## src/design/slcd_pkg.sv

```systemverilog
// Shared types, character codes and decimal-field helpers for the serial
// light command decoder. No dependencies.

package slcd_pkg;

  localparam int unsigned CFG_IDX_W = 4;

  localparam logic [7:0] END_MARK   = 8'd35;   // '#'
  localparam logic [7:0] CHAR_MINUS = 8'h2D;
  localparam logic [7:0] CHAR_PLUS  = 8'h2B;
  localparam logic [7:0] CHAR_BANG  = 8'h21;
  localparam logic [7:0] CHAR_QUERY = 8'h3F;
  localparam logic [7:0] CHAR_ZERO  = 8'h30;
  localparam logic [7:0] CHAR_NINE  = 8'h39;
  localparam logic [7:0] KEY_LIGHT  = 8'h6C;   // 'l'
  localparam logic [7:0] KEY_BRIGHT = 8'h62;   // 'b'
  localparam logic [7:0] KEY_MODE   = 8'h6D;   // 'm'
  localparam logic [7:0] KEY_DIM    = 8'h64;   // 'd'

  localparam logic [7:0]  FLOOR_RST      = 8'd10;
  localparam logic [7:0]  CEILING_RST    = 8'd120;
  localparam logic [7:0]  BRIGHTNESS_RST = 8'd50;
  localparam logic [7:0]  MODE_RST       = 8'd1;
  localparam logic [23:0] COLOUR_RST     = 24'd0;

  typedef enum logic [CFG_IDX_W-1:0] {
    REG_BRIGHTNESS_FLOOR   = 4'd0,
    REG_BRIGHTNESS_CEILING = 4'd1
  } cfg_reg_t;

  typedef enum logic [1:0] {
    REPLY_OK   = 2'd0,
    REPLY_NOK  = 2'd1,
    REPLY_INFO = 2'd2
  } reply_t;

  typedef struct packed {
    logic [7:0] floor_lvl;
    logic [7:0] ceiling_lvl;
  } cfg_t;

  typedef struct packed {
    logic       valid;
    logic [7:0] rx_byte;
  } stage_t;

  function automatic logic is_digit(input logic [7:0] c);
    return (c >= CHAR_ZERO) && (c <= CHAR_NINE);
  endfunction

  function automatic logic [9:0] digit_val(input logic [7:0] c);
    logic [7:0] d;
    d = c - CHAR_ZERO;
    return {6'd0, d[3:0]};
  endfunction

  // Value of the leading digits of a three-character field, 0..999.
  function automatic logic [9:0] dec3(input logic [7:0] c0, input logic [7:0] c1,
                                      input logic [7:0] c2);
    logic [9:0] v;
    if (!is_digit(c0)) begin
      v = 10'd0;
    end else if (!is_digit(c1)) begin
      v = digit_val(c0);
    end else if (!is_digit(c2)) begin
      v = digit_val(c0) * 10'd10 + digit_val(c1);
    end else begin
      v = digit_val(c0) * 10'd100 + digit_val(c1) * 10'd10 + digit_val(c2);
    end
    return v;
  endfunction

  function automatic logic [7:0] clamp255(input logic [9:0] v);
    return (v > 10'd255) ? 8'hFF : v[7:0];
  endfunction

endpackage

```

## src/design/slcd_ifs.sv

```systemverilog
// Channel interfaces of the serial light command decoder: received bytes,
// results and configuration writes. Depends on slcd_pkg.

interface slcd_rx_if;
  logic       valid;
  logic       ready;
  logic [7:0] rx_byte;
  modport source (output valid, output rx_byte, input ready);
  modport sink (input valid, input rx_byte, output ready);
endinterface

interface slcd_res_if;
  import slcd_pkg::*;
  logic        valid;
  logic        ready;
  reply_t      reply;
  logic [23:0] colour;
  logic [7:0]  brightness;
  logic [7:0]  light_mode;
  logic        dimmed;
  logic        host_waiting;
  modport source (output valid, output reply, output colour, output brightness,
                  output light_mode, output dimmed, output host_waiting, input ready);
  modport sink (input valid, input reply, input colour, input brightness,
                input light_mode, input dimmed, input host_waiting, output ready);
endinterface

interface slcd_cfg_if;
  import slcd_pkg::*;
  logic                 valid;
  logic                 ready;
  logic [CFG_IDX_W-1:0] index;
  logic [7:0]           wdata;
  modport source (output valid, output index, output wdata, input ready);
  modport sink (input valid, input index, input wdata, output ready);
endinterface

```

## src/design/slcd_cfg_regs.sv

```systemverilog
// Brightness floor and ceiling registers behind the configuration channel.
// Depends on slcd_pkg and slcd_cfg_if.

module slcd_cfg_regs (
  input  logic          clk,
  input  logic          rst_n,
  slcd_cfg_if.sink      cfg_if,
  output slcd_pkg::cfg_t cfg
);
  import slcd_pkg::*;

  logic [7:0] floor_r;
  logic [7:0] ceiling_r;

  assign cfg_if.ready = 1'b1;
  assign cfg.floor_lvl   = floor_r;
  assign cfg.ceiling_lvl = ceiling_r;

  always_ff @(posedge clk) begin
    if (!rst_n) begin
      floor_r   <= FLOOR_RST;
      ceiling_r <= CEILING_RST;
    end else if (cfg_if.valid) begin
      // drop writes to unknown indexes
      case (cfg_if.index)
        REG_BRIGHTNESS_FLOOR:   floor_r   <= cfg_if.wdata;
        REG_BRIGHTNESS_CEILING: ceiling_r <= cfg_if.wdata;
        default: ;
      endcase
    end
  end

endmodule

```

## src/design/slcd_in_stage.sv

```systemverilog
// Input register for received bytes; frees the rx side from result stalls.
// Depends on slcd_pkg and slcd_rx_if.

module slcd_in_stage (
  input  logic            clk,
  input  logic            rst_n,
  slcd_rx_if.sink         in_if,
  input  logic            take,
  output slcd_pkg::stage_t stage
);
  import slcd_pkg::*;

  logic       valid_r;
  logic [7:0] byte_r;

  assign in_if.ready   = !valid_r || take;
  assign stage.valid   = valid_r;
  assign stage.rx_byte = byte_r;

  always_ff @(posedge clk) begin
    if (!rst_n) begin
      valid_r <= 1'b0;
    end else if (in_if.ready) begin
      valid_r <= in_if.valid;
    end
  end

  always_ff @(posedge clk) begin
    if (in_if.valid && in_if.ready) begin
      byte_r <= in_if.rx_byte;
    end
  end

endmodule

```

## src/design/slcd_core.sv

```systemverilog
// Command buffer, decode of a finished command, stored light settings and
// the result register. Depends on slcd_pkg and slcd_res_if.

module slcd_core #(
  parameter int unsigned BUFFER_LEN = 13
) (
  input  logic             clk,
  input  logic             rst_n,
  input  slcd_pkg::stage_t stage,
  input  slcd_pkg::cfg_t   cfg,
  output logic             take,
  slcd_res_if.source       out_if
);
  import slcd_pkg::*;

  localparam int unsigned FILL_W = $clog2(BUFFER_LEN + 1);
  localparam int unsigned IDX_W  = $clog2(BUFFER_LEN);

  logic [7:0]        buf_r [BUFFER_LEN];
  logic [FILL_W-1:0] fill_r, fill_nxt;
  logic [23:0]       colour_r, colour_nxt;
  logic [7:0]        bright_r, bright_nxt;
  logic [7:0]        mode_r, mode_nxt;
  logic              dim_r, dim_nxt;
  logic              waiting_r, waiting_nxt;

  logic              out_valid_r;
  reply_t            reply_r, reply_nxt;
  logic              emit;
  logic              is_end;
  logic              full;
  logic [7:0]        view [BUFFER_LEN];
  logic [9:0]        f0, f1, f2;
  logic [7:0]        cmd_type, cmd_key;

  assign take   = stage.valid && (!out_valid_r || out_if.ready);
  assign is_end = (stage.rx_byte == END_MARK);
  assign full   = (fill_r == FILL_W'(BUFFER_LEN));
  assign emit   = is_end || full;

  // Bytes past the fill count read as zero, so a clear only resets the count.
  always_comb begin
    for (int i = 0; i < BUFFER_LEN; i++) begin
      view[i] = (FILL_W'(i) < fill_r) ? buf_r[i] : 8'd0;
    end
  end

  assign cmd_type = view[0];
  assign cmd_key  = view[1];
  assign f0 = dec3(view[2], view[3], view[4]);
  assign f1 = dec3(view[5], view[6], view[7]);
  assign f2 = dec3(view[8], view[9], view[10]);

  always_comb begin
    colour_nxt  = colour_r;
    bright_nxt  = bright_r;
    mode_nxt    = mode_r;
    dim_nxt     = dim_r;
    waiting_nxt = waiting_r;
    reply_nxt   = REPLY_NOK;
    fill_nxt    = emit ? '0 : fill_r + FILL_W'(1);
    if (is_end) begin
      if (cmd_type == CHAR_MINUS) begin
        if (cmd_key == CHAR_BANG) begin
          reply_nxt = REPLY_INFO;
        end else if (cmd_key == CHAR_QUERY) begin
          reply_nxt = REPLY_OK;
        end
      end else if (cmd_type == CHAR_PLUS) begin
        reply_nxt = REPLY_OK;
        case (cmd_key)
          KEY_LIGHT:  colour_nxt = {clamp255(f0), clamp255(f1), clamp255(f2)};
          KEY_BRIGHT: begin
            if (f0 < {2'b00, cfg.floor_lvl}) begin
              bright_nxt = cfg.floor_lvl;
            end else if (f0 > {2'b00, cfg.ceiling_lvl}) begin
              bright_nxt = cfg.ceiling_lvl;
            end else begin
              bright_nxt = f0[7:0];
            end
          end
          KEY_MODE:   mode_nxt = f0[7:0];
          KEY_DIM:    dim_nxt = is_digit(view[2]) && (view[2] != CHAR_ZERO);
          default:    reply_nxt = REPLY_NOK;
        endcase
      end
      if (reply_nxt == REPLY_OK) begin
        waiting_nxt = 1'b0;
      end
    end
  end

  always_ff @(posedge clk) begin
    if (!rst_n) begin
      fill_r      <= '0;
      colour_r    <= COLOUR_RST;
      bright_r    <= BRIGHTNESS_RST;
      mode_r      <= MODE_RST;
      dim_r       <= 1'b0;
      waiting_r   <= 1'b1;
      out_valid_r <= 1'b0;
    end else begin
      if (take) begin
        fill_r    <= fill_nxt;
        colour_r  <= colour_nxt;
        bright_r  <= bright_nxt;
        mode_r    <= mode_nxt;
        dim_r     <= dim_nxt;
        waiting_r <= waiting_nxt;
      end
      if (take) begin
        out_valid_r <= emit;
      end else if (out_if.ready) begin
        out_valid_r <= 1'b0;
      end
    end
  end

  always_ff @(posedge clk) begin
    if (take && !emit) begin
      buf_r[fill_r[IDX_W-1:0]] <= stage.rx_byte;
    end
  end

  // Result payload: stores as they stand after the command.
  always_ff @(posedge clk) begin
    if (take && emit) begin
      reply_r           <= reply_nxt;
      out_if.colour     <= colour_nxt;
      out_if.brightness <= bright_nxt;
      out_if.light_mode <= mode_nxt;
      out_if.dimmed     <= dim_nxt;
      out_if.host_waiting <= waiting_nxt;
    end
  end

  assign out_if.valid = out_valid_r;
  assign out_if.reply = reply_r;

  a_fill_bound: assert property (@(posedge clk) disable iff (!rst_n)
    fill_r <= FILL_W'(BUFFER_LEN))
    else $error("fill count past buffer length");

  a_wait_sticky: assert property (@(posedge clk) disable iff (!rst_n)
    !waiting_r |=> !waiting_r)
    else $error("host waiting flag set again after an ok reply");

  a_ok_clears_wait: assert property (@(posedge clk) disable iff (!rst_n)
    out_valid_r && (reply_r == REPLY_OK) |-> !out_if.host_waiting)
    else $error("ok result still shows host waiting");

  a_emit_clears: assert property (@(posedge clk) disable iff (!rst_n)
    take && emit |=> fill_r == '0)
    else $error("buffer not cleared after a result");

  a_stall_holds: assert property (@(posedge clk) disable iff (!rst_n)
    out_valid_r && !out_if.ready |=> out_valid_r && $stable(reply_r))
    else $error("waiting result lost or changed");

endmodule

```

## src/design/serial_light_command_decoder.sv

```systemverilog
// Top level of the serial light command decoder: input register, decode core
// and configuration registers. Depends on slcd_pkg, the slcd interfaces and submodules.
//
//   channel   direction  payload
//   in_if     sink       rx_byte (8)
//   out_if    source     reply (2), colour (24), brightness (8), light_mode (8),
//                        dimmed (1), host_waiting (1)
//   cfg_if    sink       index (4), wdata (8); 0 brightness floor, 1 ceiling
//
// One byte per cycle while no result stalls on out_if.ready; out_if.valid rises
// once its '#' or overflow byte has passed the input register and result register.
// Reset (rst_n low at a clock edge) empties the buffer and restores the stores.
// While a result waits on out_if.ready, the input register takes at most one more
// byte, then in_if.ready drops until the result is taken.
// Configuration writes are taken every cycle and only make sense while idle.

module serial_light_command_decoder #(
  parameter int unsigned BUFFER_LEN = 13
) (
  input  logic        clk,
  input  logic        rst_n,
  slcd_rx_if.sink     in_if,
  slcd_res_if.source  out_if,
  slcd_cfg_if.sink    cfg_if
);
  import slcd_pkg::*;

  cfg_t   cfg;
  stage_t stage;
  logic   take;

  slcd_cfg_regs u_cfg (
    .clk    (clk),
    .rst_n  (rst_n),
    .cfg_if (cfg_if),
    .cfg    (cfg)
  );

  slcd_in_stage u_in (
    .clk   (clk),
    .rst_n (rst_n),
    .in_if (in_if),
    .take  (take),
    .stage (stage)
  );

  slcd_core #(
    .BUFFER_LEN (BUFFER_LEN)
  ) u_core (
    .clk    (clk),
    .rst_n  (rst_n),
    .stage  (stage),
    .cfg    (cfg),
    .take   (take),
    .out_if (out_if)
  );

endmodule
```

## src/flat_wrapper.sv

```systemverilog
// flat-port wrapper written by rule: the top's interface ports become plain ports
module serial_light_command_decoder_flat import slcd_pkg::*;
#(
  parameter int unsigned BUFFER_LEN = 13
)
  (clk, rst_n, in_if_valid, in_if_rx_byte, in_if_ready, out_if_valid, out_if_reply, out_if_colour, out_if_brightness, out_if_light_mode, out_if_dimmed, out_if_host_waiting, out_if_ready, cfg_if_valid, cfg_if_index, cfg_if_wdata, cfg_if_ready);
  slcd_rx_if in_if_i ();
  slcd_res_if out_if_i ();
  slcd_cfg_if cfg_if_i ();
  input  logic clk;
  input  logic rst_n;
  input wire logic [$bits(in_if_i.valid)-1:0] in_if_valid;
  input wire logic [$bits(in_if_i.rx_byte)-1:0] in_if_rx_byte;
  output wire logic [$bits(in_if_i.ready)-1:0] in_if_ready;
  output wire logic [$bits(out_if_i.valid)-1:0] out_if_valid;
  output wire logic [$bits(out_if_i.reply)-1:0] out_if_reply;
  output wire logic [$bits(out_if_i.colour)-1:0] out_if_colour;
  output wire logic [$bits(out_if_i.brightness)-1:0] out_if_brightness;
  output wire logic [$bits(out_if_i.light_mode)-1:0] out_if_light_mode;
  output wire logic [$bits(out_if_i.dimmed)-1:0] out_if_dimmed;
  output wire logic [$bits(out_if_i.host_waiting)-1:0] out_if_host_waiting;
  input wire logic [$bits(out_if_i.ready)-1:0] out_if_ready;
  input wire logic [$bits(cfg_if_i.valid)-1:0] cfg_if_valid;
  input wire logic [$bits(cfg_if_i.index)-1:0] cfg_if_index;
  input wire logic [$bits(cfg_if_i.wdata)-1:0] cfg_if_wdata;
  output wire logic [$bits(cfg_if_i.ready)-1:0] cfg_if_ready;
  assign in_if_i.valid = in_if_valid;
  assign in_if_i.rx_byte = in_if_rx_byte;
  assign in_if_ready = in_if_i.ready;
  assign out_if_valid = out_if_i.valid;
  assign out_if_reply = out_if_i.reply;
  assign out_if_colour = out_if_i.colour;
  assign out_if_brightness = out_if_i.brightness;
  assign out_if_light_mode = out_if_i.light_mode;
  assign out_if_dimmed = out_if_i.dimmed;
  assign out_if_host_waiting = out_if_i.host_waiting;
  assign out_if_i.ready = out_if_ready;
  assign cfg_if_i.valid = cfg_if_valid;
  assign cfg_if_i.index = cfg_if_index;
  assign cfg_if_i.wdata = cfg_if_wdata;
  assign cfg_if_ready = cfg_if_i.ready;
  serial_light_command_decoder #(.BUFFER_LEN(BUFFER_LEN)) u_core (.clk(clk), .rst_n(rst_n), .in_if(in_if_i), .out_if(out_if_i), .cfg_if(cfg_if_i));
endmodule
```

## config.mk

```make
export PLATFORM = sky130hd
export DESIGN_NAME = serial_light_command_decoder_flat
export DESIGN_NICKNAME = d
export VERILOG_FILES = /design/src/design/slcd_pkg.sv /design/src/design/slcd_ifs.sv /design/src/design/slcd_cfg_regs.sv /design/src/design/slcd_in_stage.sv /design/src/design/slcd_core.sv /design/src/design/serial_light_command_decoder.sv /design/src/flat_wrapper.sv
export SDC_FILE = /design/constraint.sdc
export NUM_CORES = 1
export LEC_CHECK = 0
export ABC_CLOCK_PERIOD_IN_PS = 15000
export BUFFER_PORTS_ARGS = -buffer_cell sky130_fd_sc_hd__buf_2
export CORE_UTILIZATION = 55
export DETAILED_ROUTE_END_ITERATION = 10
export PLACE_DENSITY = 0.73
export SYNTH_ARGS = -nofsm -noshare
export SYNTH_HDL_FRONTEND = slang
export SYNTH_SLANG_ARGS = --single-unit
```

## constraint.sdc

```tcl
create_clock -name clk -period 15 [get_ports clk]
set_input_delay 4.5 -clock clk [delete_from_list [all_inputs] [get_ports clk]]
set_output_delay 4.5 -clock clk [all_outputs]
set_load 0.03 [all_outputs]
```

**Word level (Yosys, flattened, before mapping)**

Memories as Yosys holds them, arrays and structs flattened.
Cells that the tools add are included.
W data, S select, Z words.

- Memory bits (read-only): 0
- Output and inout port bits: 47
- Memory bits (writable): 104
- Logic and storage cells: 172
- Bits of input ports: 25
- Bits in registers: 116
- Bits in latches: 0
- Memories: 1

Memories:

| name | words | bits a word | rd ports | clocked after memory_dff | wr ports | line | text |
|---|---|---|---|---|---|---|---|
| u_core.u_core.buf_r | 13 | 8 | 11 | 0 | 1 | slcd_core.sv:19 | `logic [7:0] buf_r [BUFFER_LEN];` |

- Div/mod/pow operators: 0
- Bitwise gates (word level): 0
- Mux-type cells: 54
- Add/subtract/negate cells: 19
- $lt $le $gt $ge: 34
- Shift operators: 0
- Equality and inequality tests: 12
- $mul: 9
- Reduce and logical (&&, ||, !) cells: 26

Operators with widths:

| kind | count |
|---|---|
| $mux W8 | 24 |
| $mux W24 | 4 |
| $mux W10 | 9 |
| $ge A8 B6 Y1 const B | 9 |
| $le A8 B6 Y1 const B | 9 |
| $mul A4 B3 Y7 const B | 6 |
| $eq A8 B6 Y1 const B | 5 |
| $sub A4 B1 Y4 const B | 9 |
| $eq A8 B7 Y1 const B | 4 |
| $add A10 B4 Y10 | 3 |
| $add A10 B8 Y10 | 3 |
| $gt A10 B8 Y1 const B | 3 |
| $add A8 B4 Y9 | 3 |
| $mul A4 B5 Y8 const B | 3 |
| $lt A3 B4 Y1 const A | 4 |
| $logic_and A1 B1 Y1 | 14 |
| $mux W1 | 13 |
| $lt A4 B4 Y1 const A | 3 |
| $gt A10 B8 Y1 | 1 |
| $lt A10 B8 Y1 | 1 |
| $lt A1 B4 Y1 const A | 2 |
| $lt A2 B4 Y1 const A | 2 |
| $ne A8 B6 Y1 const B | 1 |
| $mux W2 | 3 |
| 11 further kinds | 16 |

**Longest topological paths before layout**

Gate-level depths: netlist of run 1.

- Depth after elaboration: 16
- Depth in mapped cells: 24
- Gate-level depth less buffers: 23

**Modules after synthesis**

Synthesis of run 1 repeated with hierarchy kept, for this count alone.

- Cell total of the unflattened synthesis: 1,185
- Area, all modules: 12,228.0 sq um

By module, submodules not included:

| module | cells each | sequential area each (sq um) | area an instance (sq um) | times used |
|---|---|---|---|---|
| slcd_core | 1,100 | 4,904.7 | 11,253.3 | 1 |
| slcd_cfg_regs | 71 | 320.3 | 669.4 | 1 |
| slcd_in_stage | 14 | 260.2 | 305.3 | 1 |

**Worst setup path after synthesis of run 1**

Ideal clock, no wire load.

- Path kind: input-to-output
- Start: input out_if_ready
- End: output in_if_ready
- Arrival time: 4.947 ns
- Buffers on the path: 0
- Data required time: 10.500 ns
- Stages: 2
- Setup slack: 5.553 ns
- Cell sequence: nor2b_1 > nand2_1

- Word-level cells in the longest chain between the ends: 3

RTL lines:

| item | line | text |
|---|---|---|
| start, declared | flat_wrapper.sv:22 | `input wire logic [$bits(out_if_i.ready)-1:0] out_if_ready;` |
| $logic_or A1 B1 Y1 | slcd_core.sv:36 | `assign take = stage.valid && (!out_valid_r \|\| out_if.ready);` |
| $logic_and A1 B1 Y1 | slcd_core.sv:36 |  |
| $logic_or A1 B1 Y1 | slcd_in_stage.sv:16 | `assign in_if.ready = !valid_r \|\| take;` |
| end, declared | flat_wrapper.sv:14 | `output wire logic [$bits(in_if_i.ready)-1:0] in_if_ready;` |

No other way between the ends.

**Worst setup path after layout of run 1**

Same ends and word-level chain as after synthesis.

==> results of run 1 <==
==> state kept, by name, summed over array words and instances (netlist names), 2 cells and up <==
name / count
u_core.u_cfg.ceiling_r: 8
u_core.u_core.mode_r: 8
u_core.u_core.out_if.colour: 24
u_core.u_core.buf_r: 88
u_core.u_core.bright_r: 8
u_core.u_core.out_if.reply: 2
u_core.u_core.out_if.brightness: 8
u_core.u_in.byte_r: 8
u_core.u_core.colour_r: 24
u_core.u_core.fill_r: 4
u_core.u_cfg.floor_r: 8
u_core.u_core.out_if.light_mode: 8
==> placed cells by master, fill, tap and decap left out, types with 23 or more instances in the layout <==
master     count
edfxtp_1     140
ha_1         115
nor2_1       106
nand2_1      104
buf_2         70
inv_1         69
dfxtp_1       64
o21ai_0       50
a21oi_1       40
nand3_1       28
mux2i_1       28
xnor2_1       26
and2_1        25
clkbuf_16     23
==> how the worst max path moves through the flow <==
| stage | start | to | slack, ps |
|---|---|---|---|
| 6_report | out_if_ready | in_if_ready | 5370 |
| 5_1_grt | out_if_ready | in_if_ready | 5300 |
| 4_1_cts | out_if_ready | in_if_ready | 5370 |
| 2_1_floorplan | out_if_ready | in_if_ready | 5550 |
| 3_5_place_dp | out_if_ready | in_if_ready | 5380 |
| 3_3_place_gp | out_if_ready | in_if_ready | 5400 |
==> cells by family (layout without fill, tap and decap cells) <==
family                     after synthesis  in the layout
other                                    1              1
xor gates and xnor gates                44             44
DFF                                    204            204
buffers and inverters                  112            193
and+or+nand+nor                        380            380
adders and majority gates              137            137
muxes                                   36             36
AOI/OAI and AO/OA                      256            256
==> critical path: stages <==
cell and delay, ps:
buf_2 100, nor2b_1 250, nand2_1 100, buf_2 190
==> through the flow <==
stage | worst slack, ps | hold WS [ps] | area [sq um]
after floorplan | 5550 | 425 | 12200
final | 5370 | 454 | 13600
after global routing | 5300 | 482 | 13600
after CTS | 5370 | 453 | 13600
after detailed placement | 5380 | 444 | 12800
after global placement | 5400 | 433 | 12800
==> where the power goes <==
part / total, uW / internal (uW) / leakage (uW) / switching (uW)
logic: 25.6 / 9.24 / 0.00369 / 16.3
registers: 618 / 608 / 0.00183 / 10.6
clock network: 554 / 327 / 0.000348 / 227
==> per-layer routing <==
| metal | part of all wire [%] | wire length, um |
|---|---|---|
| met5 | 0 | 0 |
| met4 | 1.7 | 462 |
| met3 | 5.6 | 1550 |
| met2 | 47 | 12900 |
| met1 | 46 | 12800 |
==> final cells by class <==
class / instances / share of cell area, %
repair buffers: 84 / 3.35
flip-flops and latches: 204 / 40.4
well taps: 280 / 2.58
inverters: 69 / 1.91
multi-input cells: 854 / 46.3
clock buffers: 28 / 4.52
clock inverters: 12 / 0.958
==> metrics.cfg, run 1 <==
[cts]
clkTransAtPathRegs_ps = 60
post_cts_buffers = 0
htree_num_levels = 1
holdBufCountCts = 0
cts_buffers = 22
post_cts_resized = 0
cts_tree = yes
clock_sinks = 204
clockBufferDepth = 3
clkLatencyLatePin_ps = 510
cts_root_buf = clkbuf_16

[drt]
viasPerCell = 5.97
vias = 9134
drtIter0Drc = 564
drt_wl_total_mm = 27.8
dr.pass1.iters = 5
wire_per_inst_um = 18.1
drc = 0
detail-route-antenna-nets = 0

[die]
initial_core_util_pct = 56.0
io_pins = 72
fp.dieW_um = 151
core_sq_um = 21800
die_area_sq_um = 22800
rows = 54
die_h_um = 151

[synthesis]
ys_types = 74
synth-simple-area-share_pct = 15.3
muxShareOfSynthArea_pct = 3.04
synth_fp_nets = 1329
synth_flop_cell = edfxtp_1
synthAdderAreaFrac_pct = 15.2
yosys-top-cells-area = edfxtp_1, ha_1, dfxtp_1
yosysMostFrequentCell = edfxtp_1
synth_top_family_by_area = simple AND/OR/NAND/NOR gates
async_flop_share_pct = 0
synth_cells = 1170
synth_seq_cells = 204
synth_edf_count = 140
yosysSeqAreaShare_pct = 45.0
yosysTopAreaCellShare_pct = 34.5
syn_avg_cell_area_sq_um = 10.4
synthesis.area_sq_um = 12200
synth.largest_area_cell = edfxtp_1
netlist_top_cells_count = edfxtp_1, ha_1, nor2_1
synth_xor_area_share_pct = 3.16
yosysWarnings = 0
synth-compound-area-share_pct = 14.8

[place]
placed_cells = 1491
place_congestion = 0.890
dp_hpwl_mm = 19.8
port_buffers = 70

[grt]
grt.overflow.total = 0
grt_pass1_vias = 8665
gr-usage-met1_pct = 35.0
grt_busiest_layer = met2
grt_pass1_wl_mm = 44.5
antenna_found_initial = 0
grt_util_met2_pct = 41.7
grtUsageTotal_pct = 25.0
use_met3_pct = 2.89
grt_max_degree = 43

[finish]
multi_input_area_sq_um = 6280
regArea_sq_um = 5490
nets = 1394
fillers = 1772
fin_cells = 1531
synthToLayoutAreaGrowth_pct = 11.4
post-route-util_pct = 62.4
drive_gt1_share_pct = 11.4
diodes = 0

[sta]
slew_viol_final = 0
rsz0062_at_grt = no
tns_ps = 0
fin_skew_ps = 17.6
min_period_ps = 9630
hold_viol_final = 0
finalSetupViolCount = 0
slew_headroom_pct = 37.8
fmax_ghz = 0.104
finalCritPeriodShare_pct = 64.2
tightest_slew_ps = 933

[worst_setup_path]
rrSetupSlack_ps = 8650
end_kind = output pin
r2r_cells = 21
critical_path_arrival_ps = 5130
r2r_start = u_core.u_core.fill_r[1]$_SDFFE_PN0P_
cp-start-kind = input port
cp.required_ps = 10500
crit_type = input port to output pin
r2r_end = u_core.u_core.out_if.brightness[6]$_DFFE_PP_
critPathMaxFanout = 5

[worst_hold_path]
worstHoldStart = u_core.u_core.colour_r[15]$_SDFFE_PN0P_
hold_path_depth = 2
hold_class = flop to flop
hold_end = u_core.u_core.colour_r[15]$_SDFFE_PN0P_

[job]
drv_cap = 0

[power]
power.leakage_uw = 0.00587
finalPower_uw = 1200
irDropWorstVdd_uv = 82.2
power_density_nw_per_um2 = 88.2

[status]
status = completed

Note: power is estimated with default switching activity, not from simulation.
==> run 2, diff against run 1 <==
- ABC_AREA: not set -> 1
- ABC_CLOCK_PERIOD_IN_PS: 15000 -> 9650
- clock period: 15 -> 9.65 ns (I/O delays scaled with it)
==> metrics.cfg, run 2 <==
[synthesis]
synth_edf_count = 140  ; unchanged
synth_cells = 1409  ; +20%
synth_flop_cell = edfxtp_1
ys_types = 57  ; -23%
netlist_top_cells_count = nand2_1, inv_1, edfxtp_1
yosysWarnings = 0  ; unchanged
yosys-top-cells-area = edfxtp_1, ha_1, dfxtp_1
yosysSeqAreaShare_pct = 44.4  ; -0.63 points
synthesis.area_sq_um = 12400  ; +1.4%
synth.largest_area_cell = edfxtp_1
yosysTopAreaCellShare_pct = 34.0  ; -0.49 points
synth_fp_nets = 1568  ; +18%
synth_seq_cells = 204  ; unchanged
async_flop_share_pct = 0  ; unchanged
yosysMostFrequentCell = nand2_1
syn_avg_cell_area_sq_um = 8.77  ; -16%

[sta]
slew_viol_final = 0  ; unchanged
fmax_ghz = 0.159
fin_skew_ps = 21.1  ; +3.55 ps
hold_viol_final = 0  ; unchanged
min_period_ps = 6290
finalCritPeriodShare_pct = 65.2
finalSetupViolCount = 0  ; unchanged
tightest_slew_ps = 1120  ; +184 ps
rsz0062_at_grt = no
slew_headroom_pct = 24.9  ; -13 points
fin_hold_ws_ps = 470  ; +16.6 ps
tns_ps = 0  ; unchanged

[grt]
use_met3_pct = 3.51  ; +0.62 points
grt_busiest_layer = met2
antenna_found_initial = 1  ; +1
grt_pass1_vias = 9412  ; +8.6%
grt_max_degree = 46  ; +7.0%
grtUsageTotal_pct = 24.5  ; -0.55 points
grt.overflow.total = 0  ; unchanged
grt_util_met2_pct = 42.4  ; +0.79 points
grt_pass1_wl_mm = 45.8  ; +2.9%
gr-usage-met1_pct = 31.9  ; -3.1 points

[power]
power_density_nw_per_um2 = 137  ; +56%
finalPower_uw = 1880  ; +57%
power.leakage_uw = 0.00648  ; +10%
irDropWorstVdd_uv = 144  ; +76%

[worst_hold_path]
worstHoldStart = u_core.u_core.bright_r[5]$_SDFFE_PN1P_
hold_class = flop to flop
hold_path_depth = 2  ; unchanged
hold_end = u_core.u_core.bright_r[5]$_SDFFE_PN1P_

[cts]
clockBufferDepth = 3  ; unchanged
cts_root_buf = clkbuf_16
post_cts_buffers = 0  ; unchanged
htree_num_levels = 1  ; unchanged
cts_tree = yes
cts_buffers = 22  ; unchanged
post_cts_resized = 0  ; unchanged
clock_sinks = 204  ; unchanged
holdBufCountCts = 0  ; unchanged
clkTransAtPathRegs_ps = 60  ; about the same
clkLatencyLatePin_ps = 520  ; about the same

[drt]
wire_per_inst_um = 15.5  ; -15%
viasPerCell = 5.38  ; -9.9%
drc = 12  ; +12
dr.pass1.iters = 10  ; +5
drtIter0Drc = 744  ; +32%
vias = 9565  ; +4.7%
drt_wl_total_mm = 27.6  ; -0.83%
detail-route-antenna-nets = 0  ; unchanged

[place]
port_buffers = 70  ; unchanged
dp_hpwl_mm = 20.1  ; +1.2%
place_congestion = 0.886  ; -0.44%

[worst_setup_path]
r2r_start = u_core.u_core.fill_r[3]$_SDFFE_PN0P_
cp_slowest_cell = buf_2
end_kind = output pin
max_stage_delay_ps = 210  ; -40 ps
critical_path_arrival_ps = 3390  ; -1740 ps
worstPathCellList = buf_2 -> inv_1 -> nand3_1 -> buf_2
r2r_end = u_core.u_core.bright_r[6]$_SDFFE_PN0P_
critPathMaxFanout = 3  ; -2
path_common_cell = buf_2
r2r_cells = 32  ; +52%
rrSetupSlack_ps = 3810  ; -4840 ps
cp-start-kind = input port
cp.required_ps = 6760  ; -3740 ps
crit_type = input port to output pin

[finish]
layout_commonest_cell = nand2_1
drive_gt1_share_pct = 11.9  ; +0.45 points
synthToLayoutAreaGrowth_pct = 10.8
post-route-util_pct = 62.4  ; about the same
final_cell_mix = nand2_1, inv_1, edfxtp_1
nets = 1641  ; +18%
largest_reg_flops = 88  ; unchanged

[die]
die_area_sq_um = 23100  ; +1.4%
core_sq_um = 22000  ; +0.93%
io_pins = 72  ; unchanged
fp.dieW_um = 152  ; +0.70%
die_h_um = 152  ; +0.70%
initial_core_util_pct = 56.3  ; +0.28 points
rows = 54  ; unchanged

[status]
violations = DRC
status = complete, but fails checks

[job]
drv_cap = 0  ; unchanged

## run 2: cell types whose count changed in the layout (fill, tap and decap cells not counted), sizes merged, moves of 31 or more
cell   delta
nand3    +58
o21ai    +55
nand2   +160
a21oi    +67
nor2     +31
inv     +164
## run 2: how the worst max path moves through the flow
stage / start / slack [ps] / cells after the start / end
after detailed placement: out_if_ready / 3380 / 4 / in_if_ready
after global placement: out_if_ready / 3420 / 4 / in_if_ready
after CTS: out_if_ready / 3370 / 4 / in_if_ready
final: out_if_ready / 3360 / 4 / in_if_ready
after global routing: out_if_ready / 3300 / 4 / in_if_ready
after floorplan: out_if_ready / 3540 / 2 / in_if_ready
## run 2: metrics by stage
step                setup slack [ps]  cell area [sq um]  std cells
global placement                3420              13000       1738
finish                          3360              13700       1779
floorplan                       3540              12400       1409
detailed placement              3380              13000       1738
CTS                             3370              13700       1778
global route                    3300              13700       1779
## run 2: cells by family (layout without fill, tap and decap cells)
family / count (synthesis) / count (layout) / synth area share [%]
fa+ha+maj: 134 / 134 / 14.7
other cells: 1 / 2 / 0.0303
xor+xnor: 23 / 23 / 1.63
simple gates: 535 / 535 / 19.4
flops: 204 / 204 / 44.4
compound gates: 249 / 249 / 11.4
buf+inv: 263 / 352 / 8.40
## run 2: critical path, delay by kind of cell
kind	cells	cell delay, ps
buffers and inverters	3	370
and+or+nand+nor	1	120
## run 2: metal layers
| layer | part of all wire, % | routed length [um] |
|---|---|---|
| met5 | 0 | 0 |
| met1 | 45 | 12300 |
| met4 | 2.6 | 709 |
| met3 | 4.8 | 1320 |
| met2 | 48 | 13200 |
## run 2: layout make-up
cell class / instances / area (sq um)
diodes: 1 / 2.50
clock buffers: 29 / 587
clock inverters: 11 / 136
fillers: 1813 / 8270
inverters: 236 / 895
multi-input cells: 942 / 5840
flip-flops and latches: 204 / 5490
well taps: 280 / 350
repair buffers: 76 / 395
## run 2: report_power, final
part | leakage, uW | internal (uW) | switching, uW | total (uW)
clock | 0.000352 | 489 | 343 | 831
sequential | 0.00177 | 957 | 19.7 | 976
combinational | 0.00435 | 24.7 | 47.2 | 71.9
